$ cat src/rtl/ecd_pkg.sv
`default_nettype none

package ecd_pkg;

   // Field widths.
   localparam int unsigned MAX_W = 42;

   // Reset value of the clamp register: 2099-12-31 23:59:59.999.
   localparam logic [MAX_W-1:0] MAX_RESET = 42'd4102444799999;

   typedef logic [8:0] yday_type;

   // Constant divisors; the day, hour and minute divisors have their power-of-two factors shifted out.
   localparam logic [9:0]  MS_DIV    = 10'd1000;   // milliseconds per second
   localparam logic [9:0]  DAY_DIV   = 10'd675;    // 86400 / 128
   localparam logic [10:0] CYCLE_DIV = 11'd1461;   // days per four-year cycle
   localparam logic [7:0]  HOUR_DIV  = 8'd225;     // 3600 / 16
   localparam logic [3:0]  MIN_DIV   = 4'd15;      // 60 / 4

   // Reciprocals floor(2^S / D), S being the dividend width at that step.
   localparam logic [11:0] MS_RECIP_HI = 12'd2097;      // S = 21
   localparam logic [21:0] MS_RECIP_LO = 22'd2147483;   // S = 31
   localparam logic [16:0] DAY_RECIP   = 17'd99420;     // S = 26
   localparam logic [5:0]  CYCLE_RECIP = 6'd44;         // S = 16
   localparam logic [5:0]  HOUR_RECIP  = 6'd36;         // S = 13
   localparam logic [6:0]  MIN_RECIP   = 7'd68;         // S = 10

   // Day offsets of the year boundaries inside a four-year cycle.
   localparam logic [10:0] YEAR1_START = 11'd365;
   localparam logic [10:0] YEAR2_START = 11'd730;
   localparam logic [10:0] YEAR3_START = 11'd1096;

   // Cumulative days at the end of each month.
   localparam yday_type CUM_COMMON [12] = '{
      9'd31, 9'd59, 9'd90, 9'd120, 9'd151, 9'd181,
      9'd212, 9'd243, 9'd273, 9'd304, 9'd334, 9'd365};
   localparam yday_type CUM_LEAP [12] = '{
      9'd31, 9'd60, 9'd91, 9'd121, 9'd152, 9'd182,
      9'd213, 9'd244, 9'd274, 9'd305, 9'd335, 9'd366};

   // Day of year on which a zero-based month begins.
   function automatic yday_type month_start(input logic leap, input logic [3:0] midx);
      yday_type start;
      start = '0;
      if (midx != 4'd0) begin
         start = leap ? CUM_LEAP[midx - 4'd1] : CUM_COMMON[midx - 4'd1];
      end
      return start;
   endfunction

endpackage

`default_nettype wire

$ cat src/rtl/epoch_ms_to_calendar_date.sv
// Epoch millisecond timestamp to calendar date and time of day.
//
// A request carries req_timestamp_ms and is taken when req_valid and req_ready
// are both high. Each request gives exactly one response on the rsp_ channel,
// taken when rsp_valid and rsp_ready are both high, in request order.
// csr_wr_en writes csr_wr_data into the clamp limit register; timestamps
// above the limit are converted as the limit itself.
// Throughput is one request per cycle while the receiver does not stall: the
// 16-stage pipeline is the clamp stage followed by five rows of three-stage
// reciprocal-multiply dividers. The millisecond split takes two rows, the day
// split one, the four-year cycle and the hour share one, and the minute
// divider runs beside the year and month stages.
// When the receiver stalls, each stage holds its request only while the stage
// after it is full and cannot move, so bubbles close up and req_ready stays
// high until every stage holds a request.
// Reset empties the pipeline and loads the clamp limit with the last
// millisecond of 2099. The year counts with the four-year leap rule only.
`default_nettype none

module epoch_ms_to_calendar_date (
   input  wire logic        clock,
   input  wire logic        reset,
   input  wire logic        csr_wr_en,
   input  wire logic [41:0] csr_wr_data,
   input  wire logic        req_valid,
   output logic             req_ready,
   input  wire logic [47:0] req_timestamp_ms,
   output logic             rsp_valid,
   input  wire logic        rsp_ready,
   output logic [7:0]       rsp_year_offset,
   output logic [3:0]       rsp_month,
   output logic [4:0]       rsp_day_of_month,
   output logic [4:0]       rsp_hour,
   output logic [5:0]       rsp_minute,
   output logic [5:0]       rsp_second,
   output logic [9:0]       rsp_millisecond
);

   localparam int unsigned NUM_STAGES = 16;
   localparam int unsigned LAST       = NUM_STAGES - 1;

   logic [41:0]           max_ff;
   logic [NUM_STAGES-1:0] en;
   logic [NUM_STAGES-1:0] vld_ff;
   logic [NUM_STAGES-1:0] vld_in;

   // Clamp limit register.
   always_ff @(posedge clock) begin
      if (reset) begin
         max_ff <= ecd_pkg::MAX_RESET;
      end else if (csr_wr_en) begin
         max_ff <= csr_wr_data;
      end
   end

   // A stage loads when it is empty or its content moves on.
   always_comb begin
      en[LAST] = !vld_ff[LAST] || rsp_ready;
      for (int i = LAST - 1; i >= 0; i--) begin
         en[i] = !vld_ff[i] || en[i+1];
      end
   end

   always_comb begin
      vld_in[0] = en[0] ? req_valid : vld_ff[0];
      for (int i = 1; i < NUM_STAGES; i++) begin
         vld_in[i] = en[i] ? vld_ff[i-1] : vld_ff[i];
      end
   end

   always_ff @(posedge clock) begin
      if (reset) begin
         vld_ff <= '0;
      end else begin
         vld_ff <= vld_in;
      end
   end

   assign req_ready = en[0];
   assign rsp_valid = vld_ff[LAST];

   // Stage 0: clamp to the configured limit.
   logic [41:0] x0_in;
   logic [41:0] x0_ff;

   always_comb begin
      if ((|req_timestamp_ms[47:42]) || (req_timestamp_ms[41:0] > max_ff)) begin
         x0_in = max_ff;
      end else begin
         x0_in = req_timestamp_ms[41:0];
      end
   end

   always_ff @(posedge clock) begin
      if (en[0]) begin
         x0_ff <= x0_in;
      end
   end

   // Stages 1 to 3: upper 21 bits divided by 1000.
   logic [32:0] p1_in;
   logic [32:0] p1_ff;
   logic [20:0] hi1_ff;
   logic [20:0] lo1_ff;

   assign p1_in = 33'(x0_ff[41:21]) * 33'(ecd_pkg::MS_RECIP_HI);

   always_ff @(posedge clock) begin
      if (en[1]) begin
         p1_ff  <= p1_in;
         hi1_ff <= x0_ff[41:21];
         lo1_ff <= x0_ff[20:0];
      end
   end

   logic [11:0] q2_in;
   logic [20:0] d2_in;
   logic [11:0] q2_ff;
   logic [10:0] r2_ff;
   logic [20:0] lo2_ff;

   assign q2_in = p1_ff[32:21];
   assign d2_in = hi1_ff - 21'(21'(q2_in) * 21'(ecd_pkg::MS_DIV));

   always_ff @(posedge clock) begin
      if (en[2]) begin
         q2_ff  <= q2_in;
         r2_ff  <= d2_in[10:0];
         lo2_ff <= lo1_ff;
      end
   end

   logic [11:0] qh3_in;
   logic [9:0]  rh3_in;
   logic [11:0] qh3_ff;
   logic [9:0]  rh3_ff;
   logic [20:0] lo3_ff;

   always_comb begin
      if (r2_ff >= 11'(ecd_pkg::MS_DIV)) begin
         qh3_in = q2_ff + 12'd1;
         rh3_in = 10'(r2_ff - 11'(ecd_pkg::MS_DIV));
      end else begin
         qh3_in = q2_ff;
         rh3_in = r2_ff[9:0];
      end
   end

   always_ff @(posedge clock) begin
      if (en[3]) begin
         qh3_ff <= qh3_in;
         rh3_ff <= rh3_in;
         lo3_ff <= lo2_ff;
      end
   end

   // Stages 4 to 6: remainder and lower 21 bits divided by 1000.
   logic [30:0] v4_in;
   logic [52:0] p4_in;
   logic [52:0] p4_ff;
   logic [30:0] v4_ff;
   logic [11:0] qh4_ff;

   assign v4_in = {rh3_ff, lo3_ff};
   assign p4_in = 53'(v4_in) * 53'(ecd_pkg::MS_RECIP_LO);

   always_ff @(posedge clock) begin
      if (en[4]) begin
         p4_ff  <= p4_in;
         v4_ff  <= v4_in;
         qh4_ff <= qh3_ff;
      end
   end

   logic [20:0] q5_in;
   logic [30:0] d5_in;
   logic [20:0] q5_ff;
   logic [10:0] r5_ff;
   logic [11:0] qh5_ff;

   assign q5_in = p4_ff[51:31];
   assign d5_in = v4_ff - 31'(31'(q5_in) * 31'(ecd_pkg::MS_DIV));

   always_ff @(posedge clock) begin
      if (en[5]) begin
         q5_ff  <= q5_in;
         r5_ff  <= d5_in[10:0];
         qh5_ff <= qh4_ff;
      end
   end

   logic [20:0] ql6_in;
   logic [9:0]  ms6_in;
   logic [32:0] secs6_ff;
   logic [9:0]  ms6_ff;

   always_comb begin
      if (r5_ff >= 11'(ecd_pkg::MS_DIV)) begin
         ql6_in = q5_ff + 21'd1;
         ms6_in = 10'(r5_ff - 11'(ecd_pkg::MS_DIV));
      end else begin
         ql6_in = q5_ff;
         ms6_in = r5_ff[9:0];
      end
   end

   always_ff @(posedge clock) begin
      if (en[6]) begin
         secs6_ff <= {qh5_ff, ql6_in};
         ms6_ff   <= ms6_in;
      end
   end

   // Stages 7 to 9: seconds divided by 86400, as a shift by 7 and a divide by 675.
   logic [42:0] p7_in;
   logic [42:0] p7_ff;
   logic [25:0] v7_ff;
   logic [6:0]  sl7_ff;
   logic [9:0]  ms7_ff;

   assign p7_in = 43'(secs6_ff[32:7]) * 43'(ecd_pkg::DAY_RECIP);

   always_ff @(posedge clock) begin
      if (en[7]) begin
         p7_ff  <= p7_in;
         v7_ff  <= secs6_ff[32:7];
         sl7_ff <= secs6_ff[6:0];
         ms7_ff <= ms6_ff;
      end
   end

   logic [16:0] q8_in;
   logic [25:0] d8_in;
   logic [16:0] q8_ff;
   logic [10:0] r8_ff;
   logic [6:0]  sl8_ff;
   logic [9:0]  ms8_ff;

   assign q8_in = p7_ff[42:26];
   assign d8_in = v7_ff - 26'(26'(q8_in) * 26'(ecd_pkg::DAY_DIV));

   always_ff @(posedge clock) begin
      if (en[8]) begin
         q8_ff  <= q8_in;
         r8_ff  <= d8_in[10:0];
         sl8_ff <= sl7_ff;
         ms8_ff <= ms7_ff;
      end
   end

   logic [15:0] days9_in;
   logic [9:0]  r9_in;
   logic [15:0] days9_ff;
   logic [16:0] sod9_ff;
   logic [9:0]  ms9_ff;

   always_comb begin
      if (r8_ff >= 11'(ecd_pkg::DAY_DIV)) begin
         days9_in = 16'(q8_ff + 17'd1);
         r9_in    = 10'(r8_ff - 11'(ecd_pkg::DAY_DIV));
      end else begin
         days9_in = q8_ff[15:0];
         r9_in    = r8_ff[9:0];
      end
   end

   always_ff @(posedge clock) begin
      if (en[9]) begin
         days9_ff <= days9_in;
         sod9_ff  <= {r9_in, sl8_ff};
         ms9_ff   <= ms8_ff;
      end
   end

   // Stages 10 to 12: days by 1461, and seconds of the day by 3600 (16 times 225).
   logic [21:0] pa10_in;
   logic [18:0] pb10_in;
   logic [21:0] pa10_ff;
   logic [15:0] da10_ff;
   logic [18:0] pb10_ff;
   logic [12:0] vb10_ff;
   logic [3:0]  sl10_ff;
   logic [9:0]  ms10_ff;

   assign pa10_in = 22'(days9_ff) * 22'(ecd_pkg::CYCLE_RECIP);
   assign pb10_in = 19'(sod9_ff[16:4]) * 19'(ecd_pkg::HOUR_RECIP);

   always_ff @(posedge clock) begin
      if (en[10]) begin
         pa10_ff <= pa10_in;
         da10_ff <= days9_ff;
         pb10_ff <= pb10_in;
         vb10_ff <= sod9_ff[16:4];
         sl10_ff <= sod9_ff[3:0];
         ms10_ff <= ms9_ff;
      end
   end

   logic [5:0]  qa11_in;
   logic [15:0] da11_in;
   logic [4:0]  qb11_in;
   logic [12:0] db11_in;
   logic [5:0]  qa11_ff;
   logic [11:0] ra11_ff;
   logic [4:0]  qb11_ff;
   logic [8:0]  rb11_ff;
   logic [3:0]  sl11_ff;
   logic [9:0]  ms11_ff;

   assign qa11_in = pa10_ff[21:16];
   assign da11_in = da10_ff - 16'(16'(qa11_in) * 16'(ecd_pkg::CYCLE_DIV));
   assign qb11_in = pb10_ff[17:13];
   assign db11_in = vb10_ff - 13'(13'(qb11_in) * 13'(ecd_pkg::HOUR_DIV));

   always_ff @(posedge clock) begin
      if (en[11]) begin
         qa11_ff <= qa11_in;
         ra11_ff <= da11_in[11:0];
         qb11_ff <= qb11_in;
         rb11_ff <= db11_in[8:0];
         sl11_ff <= sl10_ff;
         ms11_ff <= ms10_ff;
      end
   end

   logic [5:0]  cyc12_in;
   logic [10:0] dcyc12_in;
   logic [4:0]  hour12_in;
   logic [7:0]  rb12_in;
   logic [5:0]  cyc12_ff;
   logic [10:0] dcyc12_ff;
   logic [4:0]  hour12_ff;
   logic [11:0] rhr12_ff;
   logic [9:0]  ms12_ff;

   always_comb begin
      if (ra11_ff >= 12'(ecd_pkg::CYCLE_DIV)) begin
         cyc12_in  = qa11_ff + 6'd1;
         dcyc12_in = 11'(ra11_ff - 12'(ecd_pkg::CYCLE_DIV));
      end else begin
         cyc12_in  = qa11_ff;
         dcyc12_in = ra11_ff[10:0];
      end
      if (rb11_ff >= 9'(ecd_pkg::HOUR_DIV)) begin
         hour12_in = qb11_ff + 5'd1;
         rb12_in   = 8'(rb11_ff - 9'(ecd_pkg::HOUR_DIV));
      end else begin
         hour12_in = qb11_ff;
         rb12_in   = rb11_ff[7:0];
      end
   end

   always_ff @(posedge clock) begin
      if (en[12]) begin
         cyc12_ff  <= cyc12_in;
         dcyc12_ff <= dcyc12_in;
         hour12_ff <= hour12_in;
         rhr12_ff  <= {rb12_in, sl11_ff};
         ms12_ff   <= ms11_ff;
      end
   end

   // Stage 13: year within the cycle; start of the divide by 60 (4 times 15).
   logic [1:0]  yinc13_in;
   logic [10:0] yday13_in;
   logic        leap13_in;
   logic [16:0] p13_in;
   logic [7:0]  yoff13_ff;
   logic [8:0]  yday13_ff;
   logic        leap13_ff;
   logic [16:0] p13_ff;
   logic [9:0]  v13_ff;
   logic [1:0]  sl13_ff;
   logic [4:0]  hour13_ff;
   logic [9:0]  ms13_ff;

   always_comb begin
      leap13_in = 1'b0;
      if (dcyc12_ff < ecd_pkg::YEAR1_START) begin
         yinc13_in = 2'd0;
         yday13_in = dcyc12_ff;
      end else if (dcyc12_ff < ecd_pkg::YEAR2_START) begin
         yinc13_in = 2'd1;
         yday13_in = dcyc12_ff - ecd_pkg::YEAR1_START;
      end else if (dcyc12_ff < ecd_pkg::YEAR3_START) begin
         yinc13_in = 2'd2;
         yday13_in = dcyc12_ff - ecd_pkg::YEAR2_START;
         leap13_in = 1'b1;
      end else begin
         yinc13_in = 2'd3;
         yday13_in = dcyc12_ff - ecd_pkg::YEAR3_START;
      end
   end

   assign p13_in = 17'(rhr12_ff[11:2]) * 17'(ecd_pkg::MIN_RECIP);

   always_ff @(posedge clock) begin
      if (en[13]) begin
         yoff13_ff <= {cyc12_ff, yinc13_in};
         yday13_ff <= yday13_in[8:0];
         leap13_ff <= leap13_in;
         p13_ff    <= p13_in;
         v13_ff    <= rhr12_ff[11:2];
         sl13_ff   <= rhr12_ff[1:0];
         hour13_ff <= hour12_ff;
         ms13_ff   <= ms12_ff;
      end
   end

   // Stage 14: month index from the cumulative-day table.
   logic [3:0] midx14_in;
   logic [5:0] q14_in;
   logic [9:0] d14_in;
   logic [7:0] yoff14_ff;
   logic [8:0] yday14_ff;
   logic       leap14_ff;
   logic [3:0] midx14_ff;
   logic [5:0] q14_ff;
   logic [4:0] r14_ff;
   logic [1:0] sl14_ff;
   logic [4:0] hour14_ff;
   logic [9:0] ms14_ff;

   always_comb begin
      midx14_in = 4'd0;
      for (int i = 0; i < 11; i++) begin
         if (leap13_ff ? (yday13_ff >= ecd_pkg::CUM_LEAP[i])
                       : (yday13_ff >= ecd_pkg::CUM_COMMON[i])) begin
            midx14_in = 4'(i + 1);
         end
      end
   end

   assign q14_in = p13_ff[15:10];
   assign d14_in = v13_ff - 10'(10'(q14_in) * 10'(ecd_pkg::MIN_DIV));

   always_ff @(posedge clock) begin
      if (en[14]) begin
         yoff14_ff <= yoff13_ff;
         yday14_ff <= yday13_ff;
         leap14_ff <= leap13_ff;
         midx14_ff <= midx14_in;
         q14_ff    <= q14_in;
         r14_ff    <= d14_in[4:0];
         sl14_ff   <= sl13_ff;
         hour14_ff <= hour13_ff;
         ms14_ff   <= ms13_ff;
      end
   end

   // Stage 15: day of month, minute and second; the response register.
   logic [8:0] dom15_in;
   logic [5:0] min15_in;
   logic [3:0] r15_in;
   logic [7:0] year_ff;
   logic [3:0] month_ff;
   logic [4:0] day_ff;
   logic [4:0] hour_ff;
   logic [5:0] minute_ff;
   logic [5:0] second_ff;
   logic [9:0] ms_ff;

   assign dom15_in = yday14_ff - ecd_pkg::month_start(leap14_ff, midx14_ff) + 9'd1;

   always_comb begin
      if (r14_ff >= 5'(ecd_pkg::MIN_DIV)) begin
         min15_in = q14_ff + 6'd1;
         r15_in   = 4'(r14_ff - 5'(ecd_pkg::MIN_DIV));
      end else begin
         min15_in = q14_ff;
         r15_in   = r14_ff[3:0];
      end
   end

   always_ff @(posedge clock) begin
      if (en[15]) begin
         year_ff   <= yoff14_ff;
         month_ff  <= midx14_ff + 4'd1;
         day_ff    <= dom15_in[4:0];
         hour_ff   <= hour14_ff;
         minute_ff <= min15_in;
         second_ff <= {r15_in, sl14_ff};
         ms_ff     <= ms14_ff;
      end
   end

   assign rsp_year_offset  = year_ff;
   assign rsp_month        = month_ff;
   assign rsp_day_of_month = day_ff;
   assign rsp_hour         = hour_ff;
   assign rsp_minute       = minute_ff;
   assign rsp_second       = second_ff;
   assign rsp_millisecond  = ms_ff;

`ifndef SYNTH
   // With no response waiting, every stage can move and a request is taken.
   assert property (@(posedge clock) disable iff (reset) !rsp_valid |-> req_ready)
      else $error("req_ready low while the output stage is empty");

   // The day of year stays inside the year that the cycle split chose.
   assert property (@(posedge clock) disable iff (reset)
      vld_ff[14] |-> (yday14_ff <= (leap14_ff ? 9'd365 : 9'd364)))
      else $error("day of year out of range");

   // Month comes out in calendar range and the day of month is at least one.
   assert property (@(posedge clock) disable iff (reset)
      rsp_valid |-> (rsp_month >= 4'd1) && (rsp_month <= 4'd12) &&
                    (rsp_day_of_month >= 5'd1))
      else $error("month or day out of range");

   // February never passes its leap day.
   assert property (@(posedge clock) disable iff (reset)
      rsp_valid && (rsp_month == 4'd2) |-> (rsp_day_of_month <= 5'd29))
      else $error("February day out of range");

   // Hour, minute, second and millisecond come out in time-of-day range.
   assert property (@(posedge clock) disable iff (reset)
      rsp_valid |-> (rsp_hour <= 5'd23) && (rsp_minute <= 6'd59) &&
                    (rsp_second <= 6'd59) && (rsp_millisecond <= 10'd999))
      else $error("time of day out of range");
`endif

endmodule

`default_nettype wire

$ cat config.mk
export PLATFORM = sky130hd
export DESIGN_NAME = epoch_ms_to_calendar_date
export DESIGN_NICKNAME = d
export VERILOG_FILES = /design/src/rtl/ecd_pkg.sv /design/src/rtl/epoch_ms_to_calendar_date.sv
export SDC_FILE = /design/constraint.sdc
export NUM_CORES = 2
export LEC_CHECK = 0
export BUFFER_PORTS_ARGS = -buffer_cell sky130_fd_sc_hd__buf_4
export CAP_MARGIN = 20
export CELL_PAD_IN_SITES_DETAIL_PLACEMENT = 0
export CELL_PAD_IN_SITES_GLOBAL_PLACEMENT = 1
export CORE_ASPECT_RATIO = 1.5
export CORE_MARGIN = 2
export CORE_UTILIZATION = 25
export DETAILED_ROUTE_END_ITERATION = 8
export PLACE_DENSITY = 0.46
export SLEW_MARGIN = 20
export SYNTH_ARGS = -nofsm -noshare
export SYNTH_HDL_FRONTEND = slang
export SYNTH_SLANG_ARGS = --single-unit
$ cat constraint.sdc
create_clock -name clock -period 19.45 [get_ports clock]
set_clock_uncertainty 0.05 [all_clocks]
set_input_delay 3.89 -clock clock [delete_from_list [all_inputs] [get_ports clock]]
set_output_delay 3.89 -clock clock [all_outputs]
set_load 0.1 [all_outputs]
==> results.sh <==
export IMPL_hold_path_startpoint="qh5_ff[3]"
export IMPL_timing_critical_path_from_type="primary input"
export IMPL_tritoncts_num_buffers=90
export IMPL_start_util_pct=25.13
export IMPL_final_layout_size_suffix_gt1_share_pct=7.732
export IMPL_ys_top_cells_by_area="sky130_fd_sc_hd__edfxtp_1 40%, sky130_fd_sc_hd__ha_1 20%, sky130_fd_sc_hd__fa_1 14%, sky130_fd_sc_hd__inv_1 7.2%, sky130_fd_sc_hd__xnor2_1 3.1%"
export IMPL_rows=207
export IMPL_hold_crit_class="reg -> reg"
export IMPL_finalNetCount=5935
export IMPL_worst_hold_path_num_cells=0
export IMPL_drt_iter0_drc=847
export IMPL_dp_final_hpwl_um=93320
export IMPL_htree_num_levels=3
export IMPL_detailedRoute_firstPassIterationCount=5
export IMPL_number_of_global_route_vias_before_repair=33643
export IMPL_report_final_hold_viol_count=0
export IMPL_cts_num_sinks=765
export IMPL_critical_path_reg2reg_endpoint="p4_ff[51]"
export IMPL_fmaxAchievable_ghz=0.08607
export IMPL_io_pin_count=141
export IMPL_utilization_pct=28.83
export IMPL_synthesis_yosys_warnings=0
export IMPL_antenna_violating_nets_post_route=0
export IMPL_required_ps=15510
export IMPL_timing_max_transition_violations_final=0
export IMPL_path_depth=13
export IMPL_rsz0062_at_grt="false"
export IMPL_synth_seq_area_share_pct=42.00
export IMPL_finalCritPeriodShare_pct=59.73
export IMPL_routed_wire_length_per_instance_um=15.30
export IMPL_async_reset_ff_share_pct=0
export IMPL_synth_net_count=5705
export IMPL_outcome="completed"
export IMPL_r2r_cells=24
export IMPL_worst_path_most_repeated_cell="sky130_fd_sc_hd__buf_4"
export IMPL_worst_slew_margin_rel_pct=32.89
export IMPL_ys_flop_type="sky130_fd_sc_hd__edfxtp_1"
export IMPL_synth_area_leader_cell="sky130_fd_sc_hd__edfxtp_1"
export IMPL_floorplan_die_area_mm2=0.2170
export IMPL_grt_antenna_before_repair=1
export IMPL_min_to="secs6_ff[24]"
export IMPL_tritoncts="done"
export IMPL_floorplan_die_height_um=569.6
export IMPL_critical_path_slowest_cell="sky130_fd_sc_hd__inv_2"
export IMPL_synthCells=4377
export IMPL_worstMarginPinSlew_ps=1007
export IMPL_regToRegStartpoint="lo3_ff[16]"
export IMPL_grt_first_pass_wirelength_um=185200
export IMPL_total_routing_usage_gr_pct=10.90
export IMPL_critPathKind="in -> out"
export IMPL_timing_setup_tns_ps=0
export IMPL_path_max_fanout=46
export IMPL_routed_wirelength_um=114800
export IMPL_io_buffer_count=140
export IMPL_syn2layout_area_growth_pct=14.71
export IMPL_worstSkewPairLatency_ps=690
export IMPL_synth_ff_latch_count=765
export IMPL_dieWidth_um=381.1
export IMPL_timing_critical_path_cells="buf_4 -> nor2b_1 -> inv_2 -> nor2_1 -> and2_1 -> inv_2 -> nor3_2 -> buf_4 -> nand4_1 -> buf_4 -> or2_2 -> buf_4 -> buf_4"
export IMPL_synth_edff_count=707
export IMPL_antennaDiodeCount=0
export IMPL_final_min_clock_period_ps=11620
export IMPL_clock_path_buffers=3
export IMPL_cpLargestDelayFamily="buffers and inverters"
export IMPL_clk_pin_slew_ps=60
export IMPL_cap_violations=0
export IMPL_synth_avg_cell_area_um2=12.18
export IMPL_synthDistinctLibCells=86
export IMPL_finalSetupViolations=0
export IMPL_cts_repair_resized=0
export IMPL_postCtsHoldBufs=0
export IMPL_post_cts_setup_inserts=0
export IMPL_remaining_design_rule_violation_count=0
export IMPL_cp_slowest_stage_delay_ps=500
export IMPL_maximum_number_of_pins_on_one_net_before_global_route_repair=71
export IMPL_worst_r2r_setup_slack_ps=12230
export IMPL_core_area_mm2=0.2121
export IMPL_cts_root_buf="sky130_fd_sc_hd__clkbuf_16"
export IMPL_dr_total_vias=30357
export IMPL_critical_path_arrival_ps=7680
export IMPL_post_drt_via_cell_ratio=4.046
export IMPL_share_of_the_synthesized_area_in_the_top_cell_type_pct=39.82
export IMPL_placer_s_final_routability_congestion_estimate=0.7502
export IMPL_timing_critical_path_to_type="output port"
export IMPL_grt_overflow_total=0
export IMPL_synth_area_mm2=0.05331
export IMPL_critical_path_n_buffers_inverters=7
-- worst max path at each step --
stage                     startpoint         to  slack [ps]
after detailed placement   rsp_ready  req_ready        7800
final                      rsp_ready  req_ready        7830
after global placement     rsp_ready  req_ready        7870
after floorplan            rsp_ready  req_ready        6130
after global routing       rsp_ready  req_ready        7480
after CTS                  rsp_ready  req_ready        7770
-- kinds of logic after synthesis --
kind of cell / after synthesis / synth area share (%)
AOI/OAI and AO/OA: 472 / 5.762
adders and majority gates: 1234 / 34.29
DFF: 765 / 42.00
xor gates and xnor gates: 261 / 4.288
buffers and inverters: 1055 / 7.447
muxes: 67 / 1.401
and+or+nand+nor: 523 / 4.811
-- synthesized netlist by cell type (all sizes together) (24+ instances only) --
master  number
clkbuf      27
fa         379
nor2b       27
o211ai      36
o21ai       95
nand4       46
nor3        34
nand3       44
inv       1019
nand2b      31
edfxtp     707
xor2        75
a21o        72
mux2        51
nor2       136
ha         854
xnor2      186
nand2      148
a21oi      148
dfxtp       58
o21a        24
-- per-stage QoR --
stage | setup WS (ps) | instance area [µm²] | instances | hold slack (ps)
after global placement | 7867 | 58030 | 7335 | 350.7
after detailed placement | 7804 | 58040 | 7335 | 354.5
after CTS | 7771 | 61130 | 7502 | 348.9
after global routing | 7484 | 61160 | 7503 | 367.1
after floorplan | 6128 | 53310 | 4377 | 350.3
final | 7832 | 61160 | 7503 | 356.0
-- worst register-to-register path: cells and delay by family (launching register included) --
family / cells / cell delay [ps]
AOI/OAI and AO/OA: 7 / 1840
xor gates and xnor gates: 1 / 90
adders and majority gates: 8 / 3410
buffers and inverters: 6 / 300
DFF: 1 / 780
and+or+nand+nor: 2 / 480
-- layer usage --
metal	track usage [%]	wire length, µm
met1	10.62	40390
met2	23.17	68700
met3	1.363	3023
met4	3.079	2661
met5	0	0
-- cells in the final DEF (no fill, tap or decap), types with 9 or more instances in the layout --
master                      count
sky130_fd_sc_hd__a21o_1        72
sky130_fd_sc_hd__o21ai_1       15
sky130_fd_sc_hd__nand2b_1      31
sky130_fd_sc_hd__o211ai_1      36
sky130_fd_sc_hd__mux2_1        42
sky130_fd_sc_hd__nor2_1       136
sky130_fd_sc_hd__and3_1        12
sky130_fd_sc_hd__clkbuf_1      20
sky130_fd_sc_hd__nor3_1        30
sky130_fd_sc_hd__a211oi_1       9
sky130_fd_sc_hd__xor2_1        75
sky130_fd_sc_hd__nand4_1       45
sky130_fd_sc_hd__nand2_1      143
sky130_fd_sc_hd__o21bai_1      15
sky130_fd_sc_hd__nand3_1       42
sky130_fd_sc_hd__mux2_2         9
sky130_fd_sc_hd__clkbuf_16     91
sky130_fd_sc_hd__buf_4        173
sky130_fd_sc_hd__ha_1         854
sky130_fd_sc_hd__xnor2_1      186
sky130_fd_sc_hd__o21ai_0       79
sky130_fd_sc_hd__fa_1         379
sky130_fd_sc_hd__dfxtp_1       58
sky130_fd_sc_hd__edfxtp_1     707
sky130_fd_sc_hd__inv_1       1010
sky130_fd_sc_hd__mux2i_1       15
sky130_fd_sc_hd__bufinv_16     13
sky130_fd_sc_hd__clkinv_1      14
sky130_fd_sc_hd__o21a_1        24
sky130_fd_sc_hd__nor2b_1       27
sky130_fd_sc_hd__a21oi_1      146
sky130_fd_sc_hd__clkinv_2      14
-- layout make-up --
class	instances	area [µm²]
timing repair buffer	174	1319
tap	2821	3530
clock buffer	116	2421
inverter	1019	3825
sequential	765	22390
fill	21920	151000
multi-input combinational	2557	27000
clock inverter	51	670.6
-- sequential cells by signal, indices dropped and copies added (netlist names), 16 cells and up --
register	flops
max_ff	42
x0_ff	42
secs6_ff	33
p4_ff	22
lo1_ff	21
lo2_ff	21
lo3_ff	21
q5_ff	21
sod9_ff	17
days9_ff	16
p1_ff	16
p7_ff	16
q8_ff	16
vld_ff	16
Power is left out: the tool's default activity adds up to more than one toggle a clock period on the data nets, which glitch-free logic cannot reach.
